`src/hw/rtl/sct_pkg.sv`:
```
// Package for the source character tokenizer: item types, token kind codes,
// scan modes and the result bundle passed from the scanner to the output queue.
// Depends on nothing; used by every module of the block.
package sct_pkg;

  // Width of positions and lengths; both saturate at the all-ones value.
  localparam int PosW = 16;

  // Depth of the result queue in front of the output channel.
  localparam int FifoDepth = 4;
  localparam int FifoPtrW  = $clog2(FifoDepth);
  localparam int FifoCntW  = $clog2(FifoDepth + 1);

  typedef enum logic [2:0] {
    MIdle = 3'd0,
    MWord = 3'd1,
    MNum  = 3'd2,
    MStr  = 3'd3,
    MCmt  = 3'd4,
    MOp   = 3'd5
  } mode_e;

  typedef enum logic [5:0] {
    KId      = 6'd0,
    KStr     = 6'd1,
    KInt     = 6'd2,
    KFor     = 6'd3,
    KWhile   = 6'd4,
    KIf      = 6'd5,
    KElse    = 6'd6,
    KWs      = 6'd7,
    KNl      = 6'd8,
    KCmt     = 6'd9,
    KBang    = 6'd10,
    KNe      = 6'd11,
    KLParen  = 6'd12,
    KRParen  = 6'd13,
    KPercent = 6'd14,
    KAmp     = 6'd15,
    KPipe    = 6'd16,
    KPlus    = 6'd17,
    KMinus   = 6'd18,
    KStar    = 6'd19,
    KSlash   = 6'd20,
    KLBrace  = 6'd21,
    KRBrace  = 6'd22,
    KLBrack  = 6'd23,
    KRBrack  = 6'd24,
    KSemi    = 6'd25,
    KComma   = 6'd26,
    KLt      = 6'd27,
    KLe      = 6'd28,
    KGt      = 6'd29,
    KGe      = 6'd30,
    KAssign  = 6'd31,
    KColonEq = 6'd32,
    KBadStr  = 6'd33,
    KBadCh   = 6'd34
  } kind_e;

  typedef struct packed {
    logic [7:0] ch;
    logic       end_of_input;
  } in_item_t;

  typedef struct packed {
    kind_e            kind;
    logic [PosW-1:0]  start_pos;
    logic [PosW-1:0]  token_len;
    logic             last;
  } out_item_t;

  // Up to two results produced by one accepted item, already compacted:
  // item0 is valid when num >= 1, item1 when num == 2.
  typedef struct packed {
    logic [1:0] num;
    out_item_t  item0;
    out_item_t  item1;
  } lex_res_t;

endpackage

```
`src/hw/rtl/sct_lex.sv`:
```
// Scanner core of the tokenizer: holds the scan state and turns one accepted
// item into at most two results in the same cycle. Depends on sct_pkg.
module sct_lex (
  input  logic               clk_i,
  input  logic               rst_ni,
  input  logic               fire_i,
  input  sct_pkg::in_item_t  item_i,
  input  logic               keep_trivia_i,
  output sct_pkg::lex_res_t  res_o
);

  localparam logic [7:0] ChTab    = 8'd9;
  localparam logic [7:0] ChNl     = 8'd10;
  localparam logic [7:0] ChSpace  = 8'd32;
  localparam logic [7:0] ChBang   = 8'h21;
  localparam logic [7:0] ChQuote  = 8'd34;
  localparam logic [7:0] ChHash   = 8'h23;
  localparam logic [7:0] ChPct    = 8'h25;
  localparam logic [7:0] ChAmp    = 8'h26;
  localparam logic [7:0] ChLPar   = 8'h28;
  localparam logic [7:0] ChRPar   = 8'h29;
  localparam logic [7:0] ChStar   = 8'h2a;
  localparam logic [7:0] ChPlus   = 8'h2b;
  localparam logic [7:0] ChComma  = 8'h2c;
  localparam logic [7:0] ChMinus  = 8'h2d;
  localparam logic [7:0] ChSlash  = 8'h2f;
  localparam logic [7:0] ChZero   = 8'h30;
  localparam logic [7:0] ChNine   = 8'h39;
  localparam logic [7:0] ChColon  = 8'h3a;
  localparam logic [7:0] ChSemi   = 8'h3b;
  localparam logic [7:0] ChLt     = 8'h3c;
  localparam logic [7:0] ChEq     = 8'h3d;
  localparam logic [7:0] ChGt     = 8'h3e;
  localparam logic [7:0] ChUpA    = 8'd65;
  localparam logic [7:0] ChUpZ    = 8'd90;
  localparam logic [7:0] ChLBrack = 8'h5b;
  localparam logic [7:0] ChRBrack = 8'h5d;
  localparam logic [7:0] ChUnder  = 8'h5f;
  localparam logic [7:0] ChLoA    = 8'd97;
  localparam logic [7:0] ChLoZ    = 8'd122;
  localparam logic [7:0] ChLBrace = 8'h7b;
  localparam logic [7:0] ChPipe   = 8'h7c;
  localparam logic [7:0] ChRBrace = 8'h7d;
  localparam logic [7:0] ChTilde  = 8'd126;

  localparam int PrefixBytes = 5;
  localparam int PrefixW     = 8 * PrefixBytes;

  // Keyword spellings packed from the low byte up.
  localparam logic [PrefixW-1:0] KwFor   = 40'h00_00_72_6f_66;
  localparam logic [PrefixW-1:0] KwWhile = 40'h65_6c_69_68_77;
  localparam logic [PrefixW-1:0] KwIf    = 40'h00_00_00_66_69;
  localparam logic [PrefixW-1:0] KwElse  = 40'h00_65_73_6c_65;

  localparam int W = sct_pkg::PosW;

  function automatic logic [W-1:0] sat_inc(input logic [W-1:0] v);
    sat_inc = (v == {W{1'b1}}) ? v : v + W'(1);
  endfunction

  function automatic logic is_letter(input logic [7:0] c);
    is_letter = (c >= ChUpA && c <= ChUpZ) || (c >= ChLoA && c <= ChLoZ);
  endfunction

  function automatic logic is_digit(input logic [7:0] c);
    is_digit = (c >= ChZero && c <= ChNine);
  endfunction

  function automatic logic is_trivia(input sct_pkg::kind_e k);
    is_trivia = (k == sct_pkg::KWs) || (k == sct_pkg::KNl) || (k == sct_pkg::KCmt);
  endfunction

  function automatic sct_pkg::kind_e single_op(input logic [7:0] c);
    case (c)
      ChLPar:   single_op = sct_pkg::KLParen;
      ChRPar:   single_op = sct_pkg::KRParen;
      ChPct:    single_op = sct_pkg::KPercent;
      ChAmp:    single_op = sct_pkg::KAmp;
      ChPipe:   single_op = sct_pkg::KPipe;
      ChPlus:   single_op = sct_pkg::KPlus;
      ChMinus:  single_op = sct_pkg::KMinus;
      ChStar:   single_op = sct_pkg::KStar;
      ChSlash:  single_op = sct_pkg::KSlash;
      ChLBrace: single_op = sct_pkg::KLBrace;
      ChRBrace: single_op = sct_pkg::KRBrace;
      ChLBrack: single_op = sct_pkg::KLBrack;
      ChRBrack: single_op = sct_pkg::KRBrack;
      ChSemi:   single_op = sct_pkg::KSemi;
      ChComma:  single_op = sct_pkg::KComma;
      ChEq:     single_op = sct_pkg::KAssign;
      default:  single_op = sct_pkg::KBadCh;
    endcase
  endfunction

  sct_pkg::mode_e      mode_q, mode_d;
  logic [W-1:0]        idx_q, idx_d;
  logic [W-1:0]        start_q, start_d;
  logic [W-1:0]        len_q, len_d;
  logic [PrefixW-1:0]  prefix_q, prefix_d;
  logic [7:0]          pend_q, pend_d;

  // Slot a: token closed by the pending lexeme. Slot b: token started and
  // finished by the current character on its own.
  logic                a_v, b_v, a_keep, b_keep;
  sct_pkg::kind_e      a_k, b_k, word_k, pend_k, two_k;
  logic [W-1:0]        a_s, a_l, b_s;
  logic                absorbed;
  logic [7:0]          c;
  logic                word_ch;

  assign c       = item_i.ch;
  assign word_ch = is_letter(c) || is_digit(c) || (c == ChUnder);

  always_comb begin
    word_k = sct_pkg::KId;
    if (len_q == W'(3) && prefix_q == KwFor) begin
      word_k = sct_pkg::KFor;
    end else if (len_q == W'(5) && prefix_q == KwWhile) begin
      word_k = sct_pkg::KWhile;
    end else if (len_q == W'(2) && prefix_q == KwIf) begin
      word_k = sct_pkg::KIf;
    end else if (len_q == W'(4) && prefix_q == KwElse) begin
      word_k = sct_pkg::KElse;
    end
  end

  always_comb begin
    case (pend_q)
      ChBang:  begin pend_k = sct_pkg::KBang; two_k = sct_pkg::KNe;      end
      ChLt:    begin pend_k = sct_pkg::KLt;   two_k = sct_pkg::KLe;      end
      ChGt:    begin pend_k = sct_pkg::KGt;   two_k = sct_pkg::KGe;      end
      default: begin pend_k = sct_pkg::KBadCh; two_k = sct_pkg::KColonEq; end
    endcase
  end

  always_comb begin
    mode_d   = mode_q;
    idx_d    = idx_q;
    start_d  = start_q;
    len_d    = len_q;
    prefix_d = prefix_q;
    pend_d   = pend_q;
    a_v      = 1'b0;
    a_k      = sct_pkg::KId;
    a_s      = start_q;
    a_l      = len_q;
    b_v      = 1'b0;
    b_k      = sct_pkg::KId;
    b_s      = idx_q;
    absorbed = 1'b0;

    if (!item_i.end_of_input) begin
      case (mode_q)
        sct_pkg::MWord: begin
          if (word_ch) begin
            absorbed = 1'b1;
            if (len_q < W'(PrefixBytes)) begin
              for (int i = 0; i < PrefixBytes; i++) begin
                if (len_q[2:0] == 3'(i)) begin
                  prefix_d[8*i +: 8] = prefix_q[8*i +: 8] | c;
                end
              end
            end
            len_d = sat_inc(len_q);
          end
        end
        sct_pkg::MNum: begin
          if (is_digit(c)) begin
            absorbed = 1'b1;
            len_d    = sat_inc(len_q);
          end
        end
        sct_pkg::MStr: begin
          if (c == ChQuote) begin
            absorbed = 1'b1;
            a_v      = 1'b1;
            a_k      = sct_pkg::KStr;
            a_l      = sat_inc(len_q);
            mode_d   = sct_pkg::MIdle;
            len_d    = '0;
          end else if (c == ChTab || (c >= ChSpace && c <= ChTilde)) begin
            absorbed = 1'b1;
            len_d    = sat_inc(len_q);
          end
        end
        sct_pkg::MCmt: begin
          if (c != ChNl) begin
            absorbed = 1'b1;
            len_d    = sat_inc(len_q);
          end
        end
        sct_pkg::MOp: begin
          if (c == ChEq) begin
            absorbed = 1'b1;
            a_v      = 1'b1;
            a_k      = two_k;
            a_l      = W'(2);
            mode_d   = sct_pkg::MIdle;
            len_d    = '0;
            pend_d   = '0;
          end
        end
        default: begin
        end
      endcase
    end

    // Flush of the pending lexeme, on the end marker or on a character
    // that does not continue it.
    if (item_i.end_of_input || !absorbed) begin
      a_v = 1'b1;
      a_l = len_q;
      case (mode_q)
        sct_pkg::MWord: a_k = word_k;
        sct_pkg::MNum:  a_k = sct_pkg::KInt;
        sct_pkg::MStr:  a_k = sct_pkg::KBadStr;
        sct_pkg::MCmt:  a_k = sct_pkg::KCmt;
        sct_pkg::MOp:   begin a_k = pend_k; a_l = W'(1); end
        default:        a_v = 1'b0;
      endcase
      mode_d   = sct_pkg::MIdle;
      len_d    = '0;
      prefix_d = '0;
      pend_d   = '0;
    end

    if (item_i.end_of_input) begin
      idx_d   = '0;
      start_d = '0;
    end else begin
      idx_d = sat_inc(idx_q);
      if (!absorbed) begin
        if (is_letter(c) || c == ChUnder) begin
          mode_d   = sct_pkg::MWord;
          start_d  = idx_q;
          len_d    = W'(1);
          prefix_d = {{(PrefixW-8){1'b0}}, c};
        end else if (is_digit(c)) begin
          mode_d  = sct_pkg::MNum;
          start_d = idx_q;
          len_d   = W'(1);
        end else if (c == ChQuote) begin
          mode_d  = sct_pkg::MStr;
          start_d = idx_q;
          len_d   = W'(1);
        end else if (c == ChNl) begin
          b_v = 1'b1;
          b_k = sct_pkg::KNl;
        end else if (c == ChSpace) begin
          b_v = 1'b1;
          b_k = sct_pkg::KWs;
        end else if (c == ChHash) begin
          mode_d  = sct_pkg::MCmt;
          start_d = idx_q;
          len_d   = W'(1);
        end else if (c == ChBang || c == ChLt || c == ChGt || c == ChColon) begin
          mode_d  = sct_pkg::MOp;
          start_d = idx_q;
          len_d   = W'(1);
          pend_d  = c;
        end else begin
          b_v = 1'b1;
          b_k = single_op(c);
        end
      end
    end
  end

  // Drop suppressed trivia, then pack the surviving results to the front.
  always_comb begin
    a_keep = a_v && (keep_trivia_i || !is_trivia(a_k));
    b_keep = b_v && (keep_trivia_i || !is_trivia(b_k));
    res_o  = '0;
    if (a_keep) begin
      res_o.item0 = '{kind: a_k, start_pos: a_s, token_len: a_l, last: !b_keep};
      res_o.item1 = '{kind: b_k, start_pos: b_s, token_len: W'(1), last: 1'b1};
      res_o.num   = b_keep ? 2'd2 : 2'd1;
    end else if (b_keep) begin
      res_o.item0 = '{kind: b_k, start_pos: b_s, token_len: W'(1), last: 1'b1};
      res_o.num   = 2'd1;
    end
    if (!fire_i) begin
      res_o.num = 2'd0;
    end
  end

  always_ff @(posedge clk_i or negedge rst_ni) begin
    if (!rst_ni) begin
      mode_q   <= sct_pkg::MIdle;
      idx_q    <= '0;
      start_q  <= '0;
      len_q    <= '0;
      prefix_q <= '0;
      pend_q   <= '0;
    end else if (fire_i) begin
      mode_q   <= mode_d;
      idx_q    <= idx_d;
      start_q  <= start_d;
      len_q    <= len_d;
      prefix_q <= prefix_d;
      pend_q   <= pend_d;
    end
  end

  a_pair_last : assert property (@(posedge clk_i) disable iff (!rst_ni)
    (res_o.num == 2'd2) |-> (!res_o.item0.last && res_o.item1.last))
    else $error("two results must carry last on the second only");

  a_idle_empty : assert property (@(posedge clk_i) disable iff (!rst_ni)
    (mode_q == sct_pkg::MIdle) |-> (len_q == '0 && prefix_q == '0))
    else $error("idle scanner holds a partial lexeme");

  a_eoi_rewind : assert property (@(posedge clk_i) disable iff (!rst_ni)
    (fire_i && item_i.end_of_input) |=> (idx_q == '0 && mode_q == sct_pkg::MIdle))
    else $error("end marker did not rewind the scanner");

endmodule

```
`src/hw/rtl/sct_ofifo.sv`:
```
// Result queue of the tokenizer: takes up to two results per cycle while not full
// and hands one per cycle to the output channel unless stalled. Depends on sct_pkg.
module sct_ofifo (
  input  logic                clk_i,
  input  logic                rst_ni,
  input  sct_pkg::lex_res_t   push_i,
  output logic                full_o,
  output logic                out_valid_o,
  input  logic                out_stall_i,
  output sct_pkg::out_item_t  out_data_o
);

  localparam int D  = sct_pkg::FifoDepth;
  localparam int PW = sct_pkg::FifoPtrW;
  localparam int CW = sct_pkg::FifoCntW;

  sct_pkg::out_item_t mem_q [D];
  logic [PW-1:0]      head_q, head_d, tail_q, tail_d, tail_nx;
  logic [CW-1:0]      count_q, count_d;
  logic               pop;

  assign out_valid_o = (count_q != '0);
  assign out_data_o  = mem_q[head_q];
  assign pop         = out_valid_o && !out_stall_i;
  // Room for two results is needed before an item may be taken.
  assign full_o      = (count_q > CW'(D - 2));
  assign tail_nx     = tail_q + PW'(1);

  always_comb begin
    head_d  = pop ? head_q + PW'(1) : head_q;
    tail_d  = tail_q + PW'(push_i.num);
    count_d = count_q + CW'(push_i.num) - CW'(pop);
  end

  always_ff @(posedge clk_i) begin
    if (push_i.num != 2'd0) begin
      mem_q[tail_q] <= push_i.item0;
    end
    if (push_i.num == 2'd2) begin
      mem_q[tail_nx] <= push_i.item1;
    end
  end

  always_ff @(posedge clk_i or negedge rst_ni) begin
    if (!rst_ni) begin
      head_q  <= '0;
      tail_q  <= '0;
      count_q <= '0;
    end else begin
      head_q  <= head_d;
      tail_q  <= tail_d;
      count_q <= count_d;
    end
  end

  a_no_overflow : assert property (@(posedge clk_i) disable iff (!rst_ni)
    count_q <= CW'(D))
    else $error("result queue overflow");

  a_push_room : assert property (@(posedge clk_i) disable iff (!rst_ni)
    full_o |-> (push_i.num == 2'd0))
    else $error("results pushed while the queue lacks room");

  a_push_shows : assert property (@(posedge clk_i) disable iff (!rst_ni)
    (count_q == '0 && push_i.num != 2'd0) |=> out_valid_o)
    else $error("pushed result not presented");

endmodule

```
`src/hw/rtl/source_char_tokenizer.sv`:
```
// Top level of the source character tokenizer: configuration register,
// scanner core and result queue. Depends on sct_pkg, sct_lex and sct_ofifo.
//
//   channel | direction | handshake             | payload
//   --------+-----------+-----------------------+----------------------------
//   in      | input     | in_valid_i/in_stall_o | in_data_i   (in_item_t)
//   out     | output    | out_valid_o/out_stall_i | out_data_o (out_item_t)
//   cfg     | input     | cfg_we_i              | cfg_wdata_i (keep_trivia)
//
// An item is scanned in the cycle it is accepted; its results, at most two,
// are registered in the result queue and leave one per cycle unless the output stalls.
// One item per cycle is sustained while items produce at most one result and
// the output does not stall; the two results of one item leave one after the
// other through the single output port of the four-entry result queue.
// Reset clears the scan state, the character index, the queue and keep_trivia.
// in_stall_o rises when the queue has room for fewer than two results.
module source_char_tokenizer (
  input  logic                clk_i,
  input  logic                rst_ni,
  input  logic                in_valid_i,
  output logic                in_stall_o,
  input  sct_pkg::in_item_t   in_data_i,
  output logic                out_valid_o,
  input  logic                out_stall_i,
  output sct_pkg::out_item_t  out_data_o,
  input  logic                cfg_we_i,
  input  logic                cfg_wdata_i
);

  logic               keep_trivia_q;
  logic               in_fire;
  logic               full;
  sct_pkg::lex_res_t  lex_res;

  // Users must write the configuration register only while idle; no logic enforces it.
  always_ff @(posedge clk_i or negedge rst_ni) begin
    if (!rst_ni) begin
      keep_trivia_q <= 1'b0;
    end else if (cfg_we_i) begin
      keep_trivia_q <= cfg_wdata_i;
    end
  end

  assign in_stall_o = full;
  assign in_fire    = in_valid_i && !in_stall_o;

  // The scanner updates its state on each accepted item and hands the
  // resulting tokens, trivia already filtered, to the queue.
  sct_lex u_lex (
    .clk_i         (clk_i),
    .rst_ni        (rst_ni),
    .fire_i        (in_fire),
    .item_i        (in_data_i),
    .keep_trivia_i (keep_trivia_q),
    .res_o         (lex_res)
  );

  // The queue decouples the two sides so that input keeps flowing while a
  // finished token waits on a stalled output.
  sct_ofifo u_ofifo (
    .clk_i       (clk_i),
    .rst_ni      (rst_ni),
    .push_i      (lex_res),
    .full_o      (full),
    .out_valid_o (out_valid_o),
    .out_stall_i (out_stall_i),
    .out_data_o  (out_data_o)
  );

endmodule
```
`config.mk`:
```
export PLATFORM = sky130hd
export DESIGN_NAME = source_char_tokenizer
export DESIGN_NICKNAME = d
export VERILOG_FILES = /design/src/hw/rtl/sct_pkg.sv /design/src/hw/rtl/sct_lex.sv /design/src/hw/rtl/sct_ofifo.sv /design/src/hw/rtl/source_char_tokenizer.sv
export SDC_FILE = /design/constraint.sdc
export NUM_CORES = 1
export LEC_CHECK = 0
export BUFFER_PORTS_ARGS = -buffer_cell sky130_fd_sc_hd__buf_2
export CORE_ASPECT_RATIO = 1.4
export CORE_MARGIN = 2
export CORE_UTILIZATION = 58
export DETAILED_ROUTE_END_ITERATION = 8
export PLACE_DENSITY = 0.76
export SETUP_SLACK_MARGIN = 0.5
export SLEW_MARGIN = 20
export SYNTH_ARGS = -nofsm -noshare
export SYNTH_HDL_FRONTEND = slang
export SYNTH_SLANG_ARGS = --single-unit
```
`constraint.sdc`:
```
create_clock -name clk_i -period 9 [get_ports clk_i]
set_input_delay 1.35 -clock clk_i [delete_from_list [all_inputs] [get_ports clk_i]]
set_output_delay 1.35 -clock clk_i [all_outputs]
set_load 0.1 [all_outputs]
```
==> flow_summary_export.csv <==
group,metric,value,unit
run_status,outcome,"completed",
synthesis,yosys.area.top_type,"edfxtp_1",
synthesis,yosys_register_bits,263,
route,vias,11340,
layout,drive_above_1_share,14.37,%
timing,unrepaired_setup_endpoints_after_global_routing,"no",
critical_path,critical_path_rt,8.93,ns
clock_network,clock_latency,0.53,ns
floorplan,std_cell_rows,67,
clock_network,cts_hold_repair.buffers,0,
timing,max_slew_margin,26.20,%
synthesis,synthesized_area_per_cell,10.36,um^2
critical_path,worstPathMaxFanout,29,
synthesis,synth-async-reset-ratio,40.68,%
route,avgRoutedWirePerCell,23.34,um
floorplan,boundaryPins,56,
flow_run,max_cap_viol_count,0,
critical_path,worstPathArrival,6.76,ns
synthesis,yosysWarningCount,0,
synthesis,synth_common_cells,"nand2_1, a22o_1, dfrtp_1, nor2_1, edfxtp_1",
timing,timing.clock.skew,0.01255,ns
synthesis,postSynthNetCount,1376,
placed_design,gpl.final_weighted_congestion,1.060,
route,wl_met2,20550,um
global_route,grt.total_usage,31.08,%
timing,worstMarginPinSlew,1.100,ns
timing,tns,0,ns
layout,final_util,63.77,%
floorplan,die_area,25370,um^2
floorplan,overall_die_width,135.2,um
synthesis,share_of_the_yosys_chip_area_belonging_to_registers,48.39,%
timing,fmaxAchievable,146.2,MHz
layout,insertedDiodeCount,0,
critical_path,critical_path_endpoint_category,"register",
clock_network,numCtsBuffers,25,
synthesis,post_synth_edffs,96,
synthesis,synth.area.top_cells,"edfxtp_1, dfrtp_1, dfxtp_1",
route,1st_iter_drt_viols,972,
clock_network,clock_path_buffers,3,
route,dr.pass1.iters,8,
global_route,first_pass_grt_wire_length,62030,um
route,detail-route-antenna-nets,0,
synthesis,yosys.cell_types.count,92,
route,dr_wl_met3,2173,um
route,detail_route.wirelength.met1,14150,um
pwr,p_leak,5.736,nW
critical_path,criticalPathCategory,"in -> reg",
synthesis,synth.most_common_cell,"nand2_1",
clock_network,post_cts_buffers,0,
global_route,grt_remaining_overflow,0,
synthesis,synthDominantCellAreaShare,20.63,%
pwr,power-per-cell-area,254.2,nW/um^2
clock_network,worst_setup_hold_path_clk_slew,0.06,ns
route,wl,39070,um
pwr,worst_ir_drop_vdd,0.0002246,V
min_path,timing.hold.worst.class,"reg -> reg",
layout,final-instance-count-excl-fill,1674,
global_route,grt_start_max_net_pins,65,
timing,report.final.slew_viol_count,0,
timing,post-route-period-util,75.98,%
clock_network,numClockSinks,263,
synthesis,synthCells,1349,
floorplan,dieHeight,187.7,um
timing,hold_viol,0,
global_route,vias_in_the_first_global_route,11360,
floorplan,fp.coreArea,23810,um^2
clock_network,post_cts_resized,0,
route,top_layer,"met4",
layout,layout-area-overhead-vs-synth,8.659,%
synthesis,synthesis.area,13970,um^2
global_route,antenna_found_initial,0,
timing,layout_min_cycle_time,6.838,ns
clock_network,cts_max_level,1,
timing,setup_viol,0,
placed_design,place.detailed.hpwl,27060,um
clock_network,cts_root_buffer,"clkbuf_16",
placed_design,io_buffer_count,55,
layout,layout.nets,1373,
synthesis,synthFlopType,"dfrtp_1",
clock_network,tritoncts,"done",
critical_path,worstSetupStartpointType,"input port",
timing,timing.hold.ws,0.4565,ns
route,vias_per_cell,6.775,
route,route.detailed.drc,0,
floorplan,start_util,58.69,%
placed_design,placed_cells,1629,
-- metrics by stage --
step           setup slack [ns]  cell area (um^2)  total power [mW]
3_3_place_gp              2.131             14320             2.761
6_report                  2.162             15180             3.859
3_5_place_dp              2.018             14320             2.777
2_1_floorplan             3.334             13970             2.521
5_1_grt                   1.719             15180             3.998
4_1_cts                   2.559             15180             3.869
-- power breakdown --
| part | switching [mW] | internal [mW] |
|---|---|---|
| clock network | 0.449 | 0.655 |
| registers | 0.135 | 1.34 |
| logic | 0.961 | 0.324 |
-- cells in the final DEF (no fill, tap or decap), drive strengths merged, types with 9 or more instances in the layout --
master	netlist	layout
dfxtp	60	60
nand3	24	24
o22ai	23	23
nand2	126	126
o32ai	9	9
edfxtp	96	96
nor2	108	108
xor2	13	13
nand4	11	11
nor3	36	36
a22oi	16	16
clkinv	0	11
or3	11	11
ha	11	11
inv	25	23
a31oi	12	12
o31ai	9	9
nor4	12	12
buf	47	73
nor4b	12	12
and2	11	11
o21ai	95	95
nand2b	30	30
and3	12	12
a22o	121	121
clkbuf	56	33
mux4	39	39
dfrtp	107	107
a21oi	88	88
nor2b	9	9
-- area by class of cell --
cell class | instances | area [um^2]
fillers | 1946 | 8625
clock inverters | 12 | 137.6
multi-input cells | 958 | 6659
flip-flops and latches | 263 | 6764
inverters | 25 | 93.84
well taps | 310 | 387.9
clock buffers | 33 | 728.2
repair buffers | 73 | 412.9
-- flip-flops by register name, summed over array words and instances, names as in the netlist --
register,count
keep_trivia_q,1
u_lex.len_q,16
u_lex.pend_q,8
u_ofifo.mem_q,156
u_lex.prefix_q,40
u_lex.mode_q,3
u_ofifo.tail_q,2
u_lex.a_s,16
u_lex.b_s,16
u_ofifo.count_q,3
u_ofifo.head_q,2
-- critical path, cell delays in order --
cell       delay [ns]
buf_2            0.41
nor2b_1          0.34
nand3_1          0.43
a2bb2oi_1        0.35
a22oi_1          0.17
o21ai_0          0.62
a32o_2           0.51
inv_2            0.25
ha_1             0.47
o21ai_1          0.38
nor2_1           0.21
nor2_1           0.12
buf_4            0.23
clkinv_1         0.89
-- path summary, 6_finish.rpt --
kind | startpoint | endpoint | slack [ns] | depth (start not counted)
min | u_ofifo.mem_q[1][15] | u_ofifo.mem_q[1][15] | 0.46 | 2
max reg2reg | u_lex.mode_q[1] | u_ofifo.mem_q[3][21] | 2.94 | 13
min in group asynchronous | rst_ni | u_lex.len_q[11] | 0.84 | 1
max in group asynchronous | rst_ni | u_ofifo.head_q[1] | 6.83 | 2
max | in_data_i[2] | u_ofifo.mem_q[3][21] | 2.16 | 14
min reg2reg | u_ofifo.mem_q[1][15] | u_ofifo.mem_q[1][15] | 0.46 | 2
-- per-layer routing --
layer,up-vias,GRT usage [%]
met2,547,55.68
met1,5508,36.62
met5,-,0
li1,5126,-
met3,160,3.190
met4,0,16.03
-- logic make-up after synthesis --
group / count (synthesis) / share of synthesized area, %
flip-flops: 263 / 48.39
adder cells (fa/ha/maj): 12 / 1.128
AO/OA/AOI/OAI: 432 / 21.63
AND/OR/NAND/NOR: 449 / 16.80
XOR/XNOR: 20 / 1.254
buffers and inverters: 128 / 4.047
multiplexers: 45 / 6.751
No activity file was read; power rests on OpenSTA's default activity.
